### src/hdl/circular_queue_with_dedup_top_defines.svh
// assertion macros for the circular queue with duplicate removal
`ifndef CIRCULAR_QUEUE_WITH_DEDUP_TOP_DEFINES_SVH
`define CIRCULAR_QUEUE_WITH_DEDUP_TOP_DEFINES_SVH

// condition holds in the same cycle as the trigger
`define CQD_ASSERT_SAME(lbl, clk, rst_n, trig, cond, msg) \
    lbl: assert property (@(posedge clk) disable iff (!rst_n) (trig) |-> (cond)) \
        else $error(msg);

// condition holds in the cycle after the trigger
`define CQD_ASSERT_NEXT(lbl, clk, rst_n, trig, cond, msg) \
    lbl: assert property (@(posedge clk) disable iff (!rst_n) (trig) |=> (cond)) \
        else $error(msg);

`endif

### src/hdl/cqd_pkg.sv
// shared types, constants and helper functions for the circular queue with dedup
package cqd_pkg;

    localparam int DEPTH       = 8;
    localparam int IDX_W       = $clog2(DEPTH);
    localparam int VAL_W       = 32;
    localparam int REQ_W       = 2;
    localparam int STAT_W      = 2;
    localparam int OCC_W       = 3;
    localparam int CNT_W       = IDX_W + OCC_W;
    localparam int OUT_TDATA_W = ((VAL_W + OCC_W + 7) / 8) * 8;
    localparam int OUT_PAD_W   = OUT_TDATA_W - VAL_W - OCC_W;

    localparam logic [REQ_W-1:0] REQ_ENQ   = 2'd0;
    localparam logic [REQ_W-1:0] REQ_DEQ   = 2'd1;
    localparam logic [REQ_W-1:0] REQ_DEDUP = 2'd2;

    localparam logic [STAT_W-1:0] STAT_DONE  = 2'd0;
    localparam logic [STAT_W-1:0] STAT_FULL  = 2'd1;
    localparam logic [STAT_W-1:0] STAT_EMPTY = 2'd2;

    typedef logic [IDX_W-1:0] idx_t;

    typedef enum logic [2:0] {
        S_IDLE,
        S_EXEC,
        S_DD_LOOP,
        S_DD_V,
        S_DD_K,
        S_DD_CMP,
        S_RESP
    } state_t;

    typedef enum logic [1:0] {
        RSEL_HEAD,
        RSEL_RD,
        RSEL_K
    } rsel_t;

    typedef struct packed {
        logic              load_req;
        logic              enq_commit;
        logic              deq_commit;
        logic              dd_init;
        logic              dd_latch_v;
        logic              dd_keep;
        logic              dd_skip;
        logic              dd_knext;
        logic              dd_finish;
        logic              out_load;
        logic              out_data_en;
        logic [STAT_W-1:0] out_status;
        rsel_t             rsel;
    } cmd_t;

    typedef struct packed {
        logic [REQ_W-1:0] req;
        logic             full;
        logic             empty;
        logic             rd_at_tail;
        logic             k_at_wr;
        logic             match;
        logic             out_free;
    } sts_t;

    function automatic idx_t idx_inc(input idx_t i);
        return (i == IDX_W'(DEPTH - 1)) ? '0 : i + IDX_W'(1);
    endfunction

    function automatic logic [OCC_W-1:0] occ_of(input idx_t head, input idx_t tail);
        logic [CNT_W-1:0] cnt;
        cnt = CNT_W'(tail) + ((tail < head) ? CNT_W'(DEPTH) : CNT_W'(0)) - CNT_W'(head);
        return cnt[OCC_W-1:0];
    endfunction

endpackage

### src/hdl/cqd_ctrl.sv
// controller state machine sequencing enqueue, dequeue and duplicate removal
module cqd_ctrl (
    input  logic          clk,
    input  logic          rst_n,
    input  logic          s_tvalid,
    output logic          s_tready,
    input  cqd_pkg::sts_t sts,
    output cqd_pkg::cmd_t cmd
);

    cqd_pkg::state_t state_reg;
    cqd_pkg::state_t state_next;

    always_ff @(posedge clk or negedge rst_n)
    begin
        if (!rst_n)
        begin
            state_reg <= cqd_pkg::S_IDLE;
        end
        else
        begin
            state_reg <= state_next;
        end
    end

    always_comb
    begin
        state_next = state_reg;
        cmd        = '0;
        cmd.rsel   = cqd_pkg::RSEL_HEAD;
        cmd.out_status = cqd_pkg::STAT_DONE;
        s_tready   = 1'b0;
        case (state_reg)
            cqd_pkg::S_IDLE:
            begin
                s_tready     = 1'b1;
                cmd.load_req = s_tvalid;
                if (s_tvalid)
                begin
                    state_next = cqd_pkg::S_EXEC;
                end
            end
            cqd_pkg::S_EXEC:
            begin
                case (sts.req)
                    cqd_pkg::REQ_ENQ:
                    begin
                        if (sts.out_free)
                        begin
                            cmd.out_load   = 1'b1;
                            cmd.out_status = sts.full ? cqd_pkg::STAT_FULL
                                                      : cqd_pkg::STAT_DONE;
                            cmd.enq_commit = !sts.full;
                            state_next     = cqd_pkg::S_IDLE;
                        end
                    end
                    cqd_pkg::REQ_DEQ:
                    begin
                        if (sts.out_free)
                        begin
                            cmd.out_load    = 1'b1;
                            cmd.out_status  = sts.empty ? cqd_pkg::STAT_EMPTY
                                                        : cqd_pkg::STAT_DONE;
                            cmd.out_data_en = !sts.empty;
                            cmd.deq_commit  = !sts.empty;
                            state_next      = cqd_pkg::S_IDLE;
                        end
                    end
                    cqd_pkg::REQ_DEDUP:
                    begin
                        cmd.dd_init = 1'b1;
                        state_next  = cqd_pkg::S_DD_LOOP;
                    end
                    default:
                    begin
                        if (sts.out_free)
                        begin
                            cmd.out_load = 1'b1;
                            state_next   = cqd_pkg::S_IDLE;
                        end
                    end
                endcase
            end
            cqd_pkg::S_DD_LOOP:
            begin
                if (sts.rd_at_tail)
                begin
                    cmd.dd_finish = 1'b1;
                    state_next    = cqd_pkg::S_RESP;
                end
                else
                begin
                    cmd.rsel   = cqd_pkg::RSEL_RD;
                    state_next = cqd_pkg::S_DD_V;
                end
            end
            cqd_pkg::S_DD_V:
            begin
                cmd.dd_latch_v = 1'b1;
                state_next     = cqd_pkg::S_DD_K;
            end
            cqd_pkg::S_DD_K:
            begin
                if (sts.k_at_wr)
                begin
                    cmd.dd_keep = 1'b1;
                    state_next  = cqd_pkg::S_DD_LOOP;
                end
                else
                begin
                    cmd.rsel   = cqd_pkg::RSEL_K;
                    state_next = cqd_pkg::S_DD_CMP;
                end
            end
            cqd_pkg::S_DD_CMP:
            begin
                if (sts.match)
                begin
                    cmd.dd_skip = 1'b1;
                    state_next  = cqd_pkg::S_DD_LOOP;
                end
                else
                begin
                    cmd.dd_knext = 1'b1;
                    state_next   = cqd_pkg::S_DD_K;
                end
            end
            cqd_pkg::S_RESP:
            begin
                if (sts.out_free)
                begin
                    cmd.out_load = 1'b1;
                    state_next   = cqd_pkg::S_IDLE;
                end
            end
            default:
            begin
                state_next = cqd_pkg::S_IDLE;
            end
        endcase
    end

endmodule

### src/hdl/cqd_dp.sv
// datapath with entry store, ring indices, dedup walk registers and result register
module cqd_dp (
    input  logic                              clk,
    input  logic                              rst_n,
    input  logic [cqd_pkg::VAL_W-1:0]         s_tdata,
    input  logic [cqd_pkg::REQ_W-1:0]         s_tuser,
    input  cqd_pkg::cmd_t                     cmd,
    output cqd_pkg::sts_t                     sts,
    output logic                              m_tvalid,
    input  logic                              m_tready,
    output logic [cqd_pkg::OUT_TDATA_W-1:0]   m_tdata,
    output logic [cqd_pkg::STAT_W-1:0]        m_tuser
);

    logic [cqd_pkg::VAL_W-1:0] mem [cqd_pkg::DEPTH];

    cqd_pkg::idx_t head_reg;
    cqd_pkg::idx_t head_next;
    cqd_pkg::idx_t tail_reg;
    cqd_pkg::idx_t tail_next;
    cqd_pkg::idx_t rd_reg;
    cqd_pkg::idx_t rd_next;
    cqd_pkg::idx_t wr_reg;
    cqd_pkg::idx_t wr_next;
    cqd_pkg::idx_t k_reg;
    cqd_pkg::idx_t k_next;
    cqd_pkg::idx_t raddr;
    cqd_pkg::idx_t waddr;

    logic                        wen;
    logic [cqd_pkg::VAL_W-1:0]   wdata;
    logic [cqd_pkg::VAL_W-1:0]   rdata_reg;
    logic [cqd_pkg::VAL_W-1:0]   v_reg;
    logic [cqd_pkg::VAL_W-1:0]   val_reg;
    logic [cqd_pkg::REQ_W-1:0]   req_reg;
    logic                        ovalid_reg;
    logic [cqd_pkg::STAT_W-1:0]  ostatus_reg;
    logic [cqd_pkg::VAL_W-1:0]   odata_reg;
    logic [cqd_pkg::OCC_W-1:0]   oocc_reg;

    always_comb
    begin
        head_next = cmd.deq_commit ? cqd_pkg::idx_inc(head_reg) : head_reg;
        tail_next = tail_reg;
        if (cmd.enq_commit)
        begin
            tail_next = cqd_pkg::idx_inc(tail_reg);
        end
        else if (cmd.dd_finish)
        begin
            tail_next = wr_reg;
        end

        rd_next = rd_reg;
        wr_next = wr_reg;
        k_next  = k_reg;
        if (cmd.dd_init)
        begin
            rd_next = head_reg;
            wr_next = head_reg;
        end
        if (cmd.dd_keep)
        begin
            wr_next = cqd_pkg::idx_inc(wr_reg);
            rd_next = cqd_pkg::idx_inc(rd_reg);
        end
        if (cmd.dd_skip)
        begin
            rd_next = cqd_pkg::idx_inc(rd_reg);
        end
        if (cmd.dd_latch_v)
        begin
            k_next = head_reg;
        end
        if (cmd.dd_knext)
        begin
            k_next = cqd_pkg::idx_inc(k_reg);
        end

        case (cmd.rsel)
            cqd_pkg::RSEL_RD: raddr = rd_reg;
            cqd_pkg::RSEL_K:  raddr = k_reg;
            default:          raddr = head_reg;
        endcase

        wen   = cmd.enq_commit || cmd.dd_keep;
        waddr = cmd.dd_keep ? wr_reg : tail_reg;
        wdata = cmd.dd_keep ? v_reg : val_reg;
    end

    always_ff @(posedge clk)
    begin
        if (wen)
        begin
            mem[waddr] <= wdata;
        end
        rdata_reg <= mem[raddr];
    end

    always_ff @(posedge clk or negedge rst_n)
    begin
        if (!rst_n)
        begin
            head_reg   <= '0;
            tail_reg   <= '0;
            rd_reg     <= '0;
            wr_reg     <= '0;
            k_reg      <= '0;
            ovalid_reg <= 1'b0;
        end
        else
        begin
            head_reg <= head_next;
            tail_reg <= tail_next;
            rd_reg   <= rd_next;
            wr_reg   <= wr_next;
            k_reg    <= k_next;
            if (cmd.out_load)
            begin
                ovalid_reg <= 1'b1;
            end
            else if (m_tready)
            begin
                ovalid_reg <= 1'b0;
            end
        end
    end

    always_ff @(posedge clk)
    begin
        if (cmd.load_req)
        begin
            req_reg <= s_tuser;
            val_reg <= s_tdata;
        end
        if (cmd.dd_latch_v)
        begin
            v_reg <= rdata_reg;
        end
        if (cmd.out_load)
        begin
            ostatus_reg <= cmd.out_status;
            odata_reg   <= cmd.out_data_en ? rdata_reg : '0;
            oocc_reg    <= cqd_pkg::occ_of(head_next, tail_next);
        end
    end

    always_comb
    begin
        sts.req        = req_reg;
        sts.full       = (cqd_pkg::idx_inc(tail_reg) == head_reg);
        sts.empty      = (head_reg == tail_reg);
        sts.rd_at_tail = (rd_reg == tail_reg);
        sts.k_at_wr    = (k_reg == wr_reg);
        sts.match      = (rdata_reg == v_reg);
        sts.out_free   = !ovalid_reg || m_tready;
    end

    assign m_tvalid = ovalid_reg;
    assign m_tdata  = {{cqd_pkg::OUT_PAD_W{1'b0}}, oocc_reg, odata_reg};
    assign m_tuser  = ostatus_reg;

endmodule

### src/hdl/circular_queue_with_dedup_top.sv
// top level of the circular queue with duplicate removal
// A ring of DEPTH 32-bit entries holding at most DEPTH-1 values. Each input transaction
// carries a request in s_tuser (enqueue, dequeue, remove duplicates) and a value in
// s_tdata; each gives exactly one output transaction with status in m_tuser and the
// dequeued value and the new occupancy in m_tdata. Enqueue, dequeue and unused codes
// are executed after the accept and load their result into the output register once
// it is free, the dequeued value coming from the registered read of the entry store.
// Remove duplicates walks the store with one read port: for n entries held, the
// number of compares against kept entries is at most n(n-1)/2. A new transaction
// is taken while a result still waits on m_tready.
`include "circular_queue_with_dedup_top_defines.svh"

module circular_queue_with_dedup_top (
    input  logic                              clk,
    input  logic                              rst_n,
    input  logic                              s_tvalid,
    output logic                              s_tready,
    input  logic [cqd_pkg::VAL_W-1:0]         s_tdata,  // value_in
    input  logic [cqd_pkg::REQ_W-1:0]         s_tuser,  // req_type
    output logic                              m_tvalid,
    input  logic                              m_tready,
    output logic [cqd_pkg::OUT_TDATA_W-1:0]   m_tdata,  // value_out, occupancy, zero pad
    output logic [cqd_pkg::STAT_W-1:0]        m_tuser   // status
);

    cqd_pkg::cmd_t cmd;
    cqd_pkg::sts_t sts;

    cqd_ctrl u_ctrl (
        .clk      (clk),
        .rst_n    (rst_n),
        .s_tvalid (s_tvalid),
        .s_tready (s_tready),
        .sts      (sts),
        .cmd      (cmd)
    );

    cqd_dp u_dp (
        .clk      (clk),
        .rst_n    (rst_n),
        .s_tdata  (s_tdata),
        .s_tuser  (s_tuser),
        .cmd      (cmd),
        .sts      (sts),
        .m_tvalid (m_tvalid),
        .m_tready (m_tready),
        .m_tdata  (m_tdata),
        .m_tuser  (m_tuser)
    );

    `CQD_ASSERT_NEXT(a_one_at_a_time, clk, rst_n, s_tvalid && s_tready, !s_tready,
        "second transaction accepted while one is in flight")

    `CQD_ASSERT_SAME(a_out_slot_free, clk, rst_n, cmd.out_load, !m_tvalid || m_tready,
        "result loaded over one still waiting")

    `CQD_ASSERT_SAME(a_no_enq_when_full, clk, rst_n, cmd.enq_commit, !sts.full,
        "enqueue written into a full ring")

    `CQD_ASSERT_SAME(a_no_deq_when_empty, clk, rst_n, cmd.deq_commit, !sts.empty,
        "dequeue taken from an empty ring")

endmodule

### config.mk
export PLATFORM = sky130hd
export DESIGN_NAME = circular_queue_with_dedup_top
export DESIGN_NICKNAME = d
export VERILOG_FILES = /design/src/hdl/cqd_pkg.sv /design/src/hdl/cqd_ctrl.sv /design/src/hdl/cqd_dp.sv /design/src/hdl/circular_queue_with_dedup_top.sv
export VERILOG_INCLUDE_DIRS = /design/src /design/src/hdl
export SDC_FILE = /design/constraint.sdc
export NUM_CORES = 1
export LEC_CHECK = 0
export ABC_AREA = 0
export BUFFER_PORTS_ARGS = -buffer_cell sky130_fd_sc_hd__buf_2
export CAP_MARGIN = 20
export CELL_PAD_IN_SITES_DETAIL_PLACEMENT = 1
export CELL_PAD_IN_SITES_GLOBAL_PLACEMENT = 1
export CORE_MARGIN = 2
export CORE_UTILIZATION = 54
export CTS_BUF_LIST = sky130_fd_sc_hd__clkbuf_8
export CTS_CLUSTER_DIAMETER = 120
export DETAILED_ROUTE_END_ITERATION = 7
export HOLD_SLACK_MARGIN = 0.1
export PLACE_DENSITY = 0.92
export SLEW_MARGIN = 0
export SYNTH_ARGS = -nofsm -noshare
export SYNTH_HDL_FRONTEND = slang
export SYNTH_HIERARCHICAL = 1
export SYNTH_SLANG_ARGS = --single-unit
export TNS_END_PERCENT = 5
### constraint.sdc
create_clock -name clk -period 4.3 [get_ports clk]
set_input_delay 1.29 -clock clk [delete_from_list [all_inputs] [get_ports clk]]
set_output_delay 1.29 -clock clk [all_outputs]
set_load 0.05 [all_outputs]
# ---- Word-level counts from Yosys, hierarchy flattened
# Memory sizes are Yosys's and may differ from the RTL's. A register that Yosys moved wholly into a read port is not among the register bits.
# Index checks and enable logic that the tools add are counted.
dict set report classes {
  add_sub_neg 7
  n_reduce_logical 11
  eq_ne 21
  mux 57
}
# op count
set op_table {}
lappend op_table {{3-bit 2-to-1 mux} 23}
lappend op_table {{32-bit equality test} 1}
lappend op_table {{32-bit 2-to-1 mux} 1}
lappend op_table {{3-bit equality test, second input constant} 8}
lappend op_table {{1-bit 2-to-1 mux} 22}
lappend op_table {{3-bit case mux with 7 select lines} 1}
lappend op_table {{3-bit by 1-bit adder with 3-bit output, second input constant} 5}
lappend op_table {{3-bit equality test} 4}
lappend op_table {{2-bit 2-to-1 mux} 4}
lappend op_table {{2-bit case mux with 2 select lines} 2}
lappend op_table {{3-bit by 2-bit equality test with 1-bit output, second input constant} 2}
lappend op_table {{3-bit case mux with 2 select lines} 1}
lappend op_table {{2-bit nonzero test} 3}
lappend op_table {{2-bit by 1-bit equality test with 1-bit output, second input constant} 2}
lappend op_table {{2-bit equality test, second input constant} 2}
lappend op_table {{4-bit 2-to-1 mux} 1}
lappend op_table {{1-bit case mux with 2 select lines} 2}
lappend op_table {{3-bit adder, second input constant} 1}
lappend op_table {{3-bit by 1-bit equality test with 1-bit output, second input constant} 1}
lappend op_table {{1-bit logical NOT} 3}
lappend op_table {{3-bit logical NOT} 1}
lappend op_table {{3-bit nonzero test} 1}
lappend op_table {{3-bit subtractor} 1}
lappend op_table {{2-bit logical NOT} 1}
lappend op_table {{2 further kinds} 3}
dict set report word_totals {
  regBits 122
  in_bits 38
  mem_bits_rw 256
  mem_count 1
}
# memory depth width read_ports rd_clocked_by_memory_dff wr line
set mem_list {}
lappend mem_list {u_dp.mem 8 32 1 1 1 cqd_dp.sv:15} ;# logic [cqd_pkg::VAL_W-1:0] mem [cqd_pkg::DEPTH];

# ---- Depth between registers and ports, before layout
dict set report depth {
  ltp_word 10
  ltp_mapped 13
  depth_no_buf 12
}

# ---- Modules after synthesis
# Netlist, hierarchy kept.
# module cells_each area_per_inst_um2 seq_area_each_um2 n_inst
set modules_own_cells {}
lappend modules_own_cells {cqd_dp 917 15897.7 11821.3 1}
lappend modules_own_cells {cqd_ctrl 50 410.4 75.1 1}

# ---- Worst setup path after synthesis
# No wires, ideal clock.
dict set report synth_timing {
  path_type {input -> register}
  from {input port m_tready}
  to {memory u_dp/mem[2][0] (netlist bit) (enable)}
  required_ps 3879
  stages 6
  slack_ps 239
  setup_ps 421
  arrival_time_ps 3640
  path_buffers 0
  cell_sequence {nand2b_1 > nand4_1 > nor2_1 > inv_1 > o31a_1 > nor2_1}
}
# item line
set synth_lines {}
lappend synth_lines {{start: declaration} circular_queue_with_dedup_top.sv:21} ;# input logic m_tready,
lappend synth_lines {{end: declaration} cqd_dp.sv:15}

==> flow_summary.toml <==
[yosys]
syn_area_sq_mm = 0.0163
synth_top_family_by_area = "multiplexers"
ys_types = 50
synthMuxAreaShare_pct = 9.08
yosys_register_bits = 410
yosysSeqAreaShare_pct = 72.9
syn_area_per_cell_sq_um = 16.9
synth_fa_ha_area_share_pct = 1.35
synth_top_area_cell = "edfxtp_1"
synth-main-ff-cell = "edfxtp_1"
ys_async_sr_fraction_pct = 4.63
synth_warnings = 6
syn-instance-count = 967
synth-xor-area-share_pct = 2.50
synth_edf_count = 359
synthTopCellsByArea = "edfxtp_1, mux2i_1, dfxtp_1, dfrtp_1, a221oi_2"
synth-compound-area-share_pct = 6.19
yosysTopAreaCellShare_pct = 66.1
synth-simple-area-share_pct = 5.56

[floorplanning]
start_util_pct = 54.9
ioPinCount = 82
die_w_um = 178
rows = 63
die_y_um = 178
coreArea_sq_mm = 0.0297
die_area_sq_mm = 0.0316

[setup_path]
cpLargestDelayFamily = "simple AND/OR/NAND/NOR gates"
max_stage_delay_ns = 0.67
required_ns = 4.79
endpoint_kind = "flop"
cp_slowest_cell = "dfrtp_1"
critPathKind = "flop to flop"
cp_cell_sequence = "nor2b_1 > nor3b_1 > ha_1 > a221o_1 > and2_4 > buf_12 > nand2_1 > a32o_1 > a221oi_2"
crit_buf_inv = 1
crit_fanout = 50
r2r-start = "u_ctrl/state_reg[2]"
crit_path_start_kind = "flop"
critPathLaunch = "u_ctrl/state_reg[2]"
arrival_ns = 4.21

[layout]
finalInstanceArea_sq_mm = 0.0185
fin_util_pct = 62.4
largest_register_ffs = 256
nFillCells = 2607
fin_nets = 1141
area_growth_pct = 13.6
insertedDiodeCount = 0
drive_gt1_share_pct = 24.8
top_register = "u_dp/mem"

[placed_design]
dpl_cell_area_sq_mm = 0.0172
pre_cts_slack_ns = 0.532
place_hpwl_um = 25100
place.gp.congestion = 0.775
io_buffers = 76

[global_route]
grtUsageTotal_pct = 27.9
grt_pass1_wl_um = 64100
grt_max_degree = 51
antenna_found_initial = 0
grt_pass1_vias = 10120
grt_overflow_total = 0

[power_and_ir_drop]
p_switching_mw = 5.56
pwr-share-seq_pct = 40.3
irDropWorstVdd_mv = 0.350
power_per_cell_area_mw_per_mm2 = 780
power_frac_comb_pct = 36.3
p_clk_share_pct = 23.5
p_leak_nw = 6.68
p_sw_share_pct = 38.5
p_int_mw = 8.90

[detailed_routing]
vias = 9103
wl_per_cell_um = 27.9
first_pass_iters = 5
totalWireLength_um = 42800
drt_iter0_drc = 846
via_per_inst = 5.95
route.detailed.drc = 0
ant_nets = 0

[timing]
finClkSkew_ns = 0.0202
finalSetupViolations = 0
tightest_slew_ns = 1.07
setup_slack_ns = 0.579
max_freq_mhz = 269
hold_violations = 0
min_period_over_period_pct = 86.5
layout_min_cycle_time_ns = 3.72
fin_tns_setup_ns = 0
rsz0062_at_grt = "false"
drv_slew = 0
slew_headroom_pct = 28.6
holdWs_ns = 0.467

[run]
max_cap_viol_count = 0

[clock_network]
cts_made_buffers = 68
post_cts_resize_count = 0
cts_tree = "built"
clk_latency_ns = 0.59
clockBufferDepth = 3
clkTransAtPathRegs_ns = 0.07
htreeDepth = 3
cts.sinks = 410
postCtsHoldBufs = 0
cts_root_buffer = "clkbuf_8"
post_cts_buffers = 0

[status]
status = "completed"

[min_path]
min_path_type = "flop to flop"
hp-start = "u_dp/rdata_reg[23]"
## cell usage after synthesis (6+ instances only)
library cell / n
a32o_1: 32
ha_1: 16
buf_2: 15
mux2_2: 35
o21ai_0: 9
dfrtp_1: 19
clkbuf_1: 19
a221oi_2: 31
buf_4: 10
mux2i_1: 107
edfxtp_1: 359
a21oi_1: 6
xor2_1: 44
nand2b_1: 8
nor2_1: 30
and2_1: 33
nand2_1: 79
nor4_1: 9
inv_1: 13
nor3_1: 7
buf_6: 6
dfxtp_1: 32
## path summary, 6_finish.rpt
| path | end | slack, ns | cells after the start |
|---|---|---|---|
| setup / recovery | u_dp/rdata_reg[16] | 0.58 | 9 |
| hold / removal | u_dp/v_reg[23] | 0.47 | 0 |
| setup reg to reg | u_dp/rdata_reg[16] | 0.58 | 9 |
| hold reg to reg | u_dp/v_reg[23] | 0.47 | 0 |
| max in group asynchronous | u_dp/rd_reg[2] | 3.30 | 1 |
| min in group asynchronous | u_ctrl/state_reg[2] | 0.66 | 1 |
## layer usage
layer | part of all wire, % | up-vias | routed length [um] | global-route usage (%)
met5 | 0 | - | 0 | 0
met4 | 3.6 | 0 | 1520 | 12.0
met3 | 6.3 | 106 | 2680 | 5.53
met2 | 51 | 401 | 22000 | 47.9
met1 | 39 | 4647 | 16600 | 34.6
li1 | - | 3949 | - | -
## power by group through the flow
stage               Combinational (mW)  Sequential [mW]  Clock, mW
finish                            5.24             5.82       3.39
global route                      5.54             5.88       3.59
CTS                               5.23             5.82       3.45
detailed placement                5.11             5.87          0
global placement                  4.79             5.81          0
floorplan                         3.44             6.05          0
## through the flow
| stage | total power, mW | instances |
|---|---|---|
| final | 14.5 | 1531 |
| after global routing | 15.0 | 1531 |
| after CTS | 14.5 | 1531 |
| after detailed placement | 11.0 | 1406 |
| after global placement | 10.6 | 1406 |
| after floorplan | 9.49 | 971 |
## worst reg2reg max path: cells and delay by family, from the launching register on
kind            cells  cell delay (ns)
compound gates      3             0.78
buf+inv             1             0.37
flops               1             0.67
fa+ha+maj           1             0.36
simple gates        4             1.44
## layout make-up
cell class                 count  area (sq um)  area share [%]
inverter                      13          48.8           0.263
clock inverter                46           259            1.40
sequential                   410         11900            64.2
timing repair buffer         101           606            3.27
multi-input combinational    492          4150            22.4
clock buffer                  79          1090            5.87
tap                          390           488            2.63
## cell usage in the layout (no fill, tap or decap), types with 4 or more instances in the layout
cell        synthesis  final
clkbuf_8            0     79
o21a_1              4      4
nand4_1             4      4
nand2_1            79     79
nor2_1             30     16
dfrtp_1            19     19
mux2_2             35     35
nor2_4              0     11
buf_2              15     76
nor2_2              1      4
clkinvlp_4          0      4
edfxtp_1          359    359
a32o_1             32     32
clkinv_1            0      7
o21ai_0             9      9
ha_1               16     16
nor4_1              9      9
mux2i_1           107    107
dfxtp_1            32     32
a21oi_1             6      6
conb_1              1      5
clkinv_2            0      9
xor2_1             44     44
nand2b_1            8      8
nor3_1              7      7
inv_1              13     36
buf_4              10     22
a221oi_2           31     31
and2_1             33     32
## logic make-up (layout without fill, tap and decap cells)
logic type | after synthesis | in the layout
AOI/OAI and AO/OA | 97 | 97
xor gates and xnor gates | 45 | 45
adders and majority gates | 17 | 17
buffers and inverters | 69 | 239
DFF | 410 | 410
muxes | 143 | 143
other | 1 | 5
and+or+nand+nor | 185 | 185
Power figures use the tool's default switching activity.
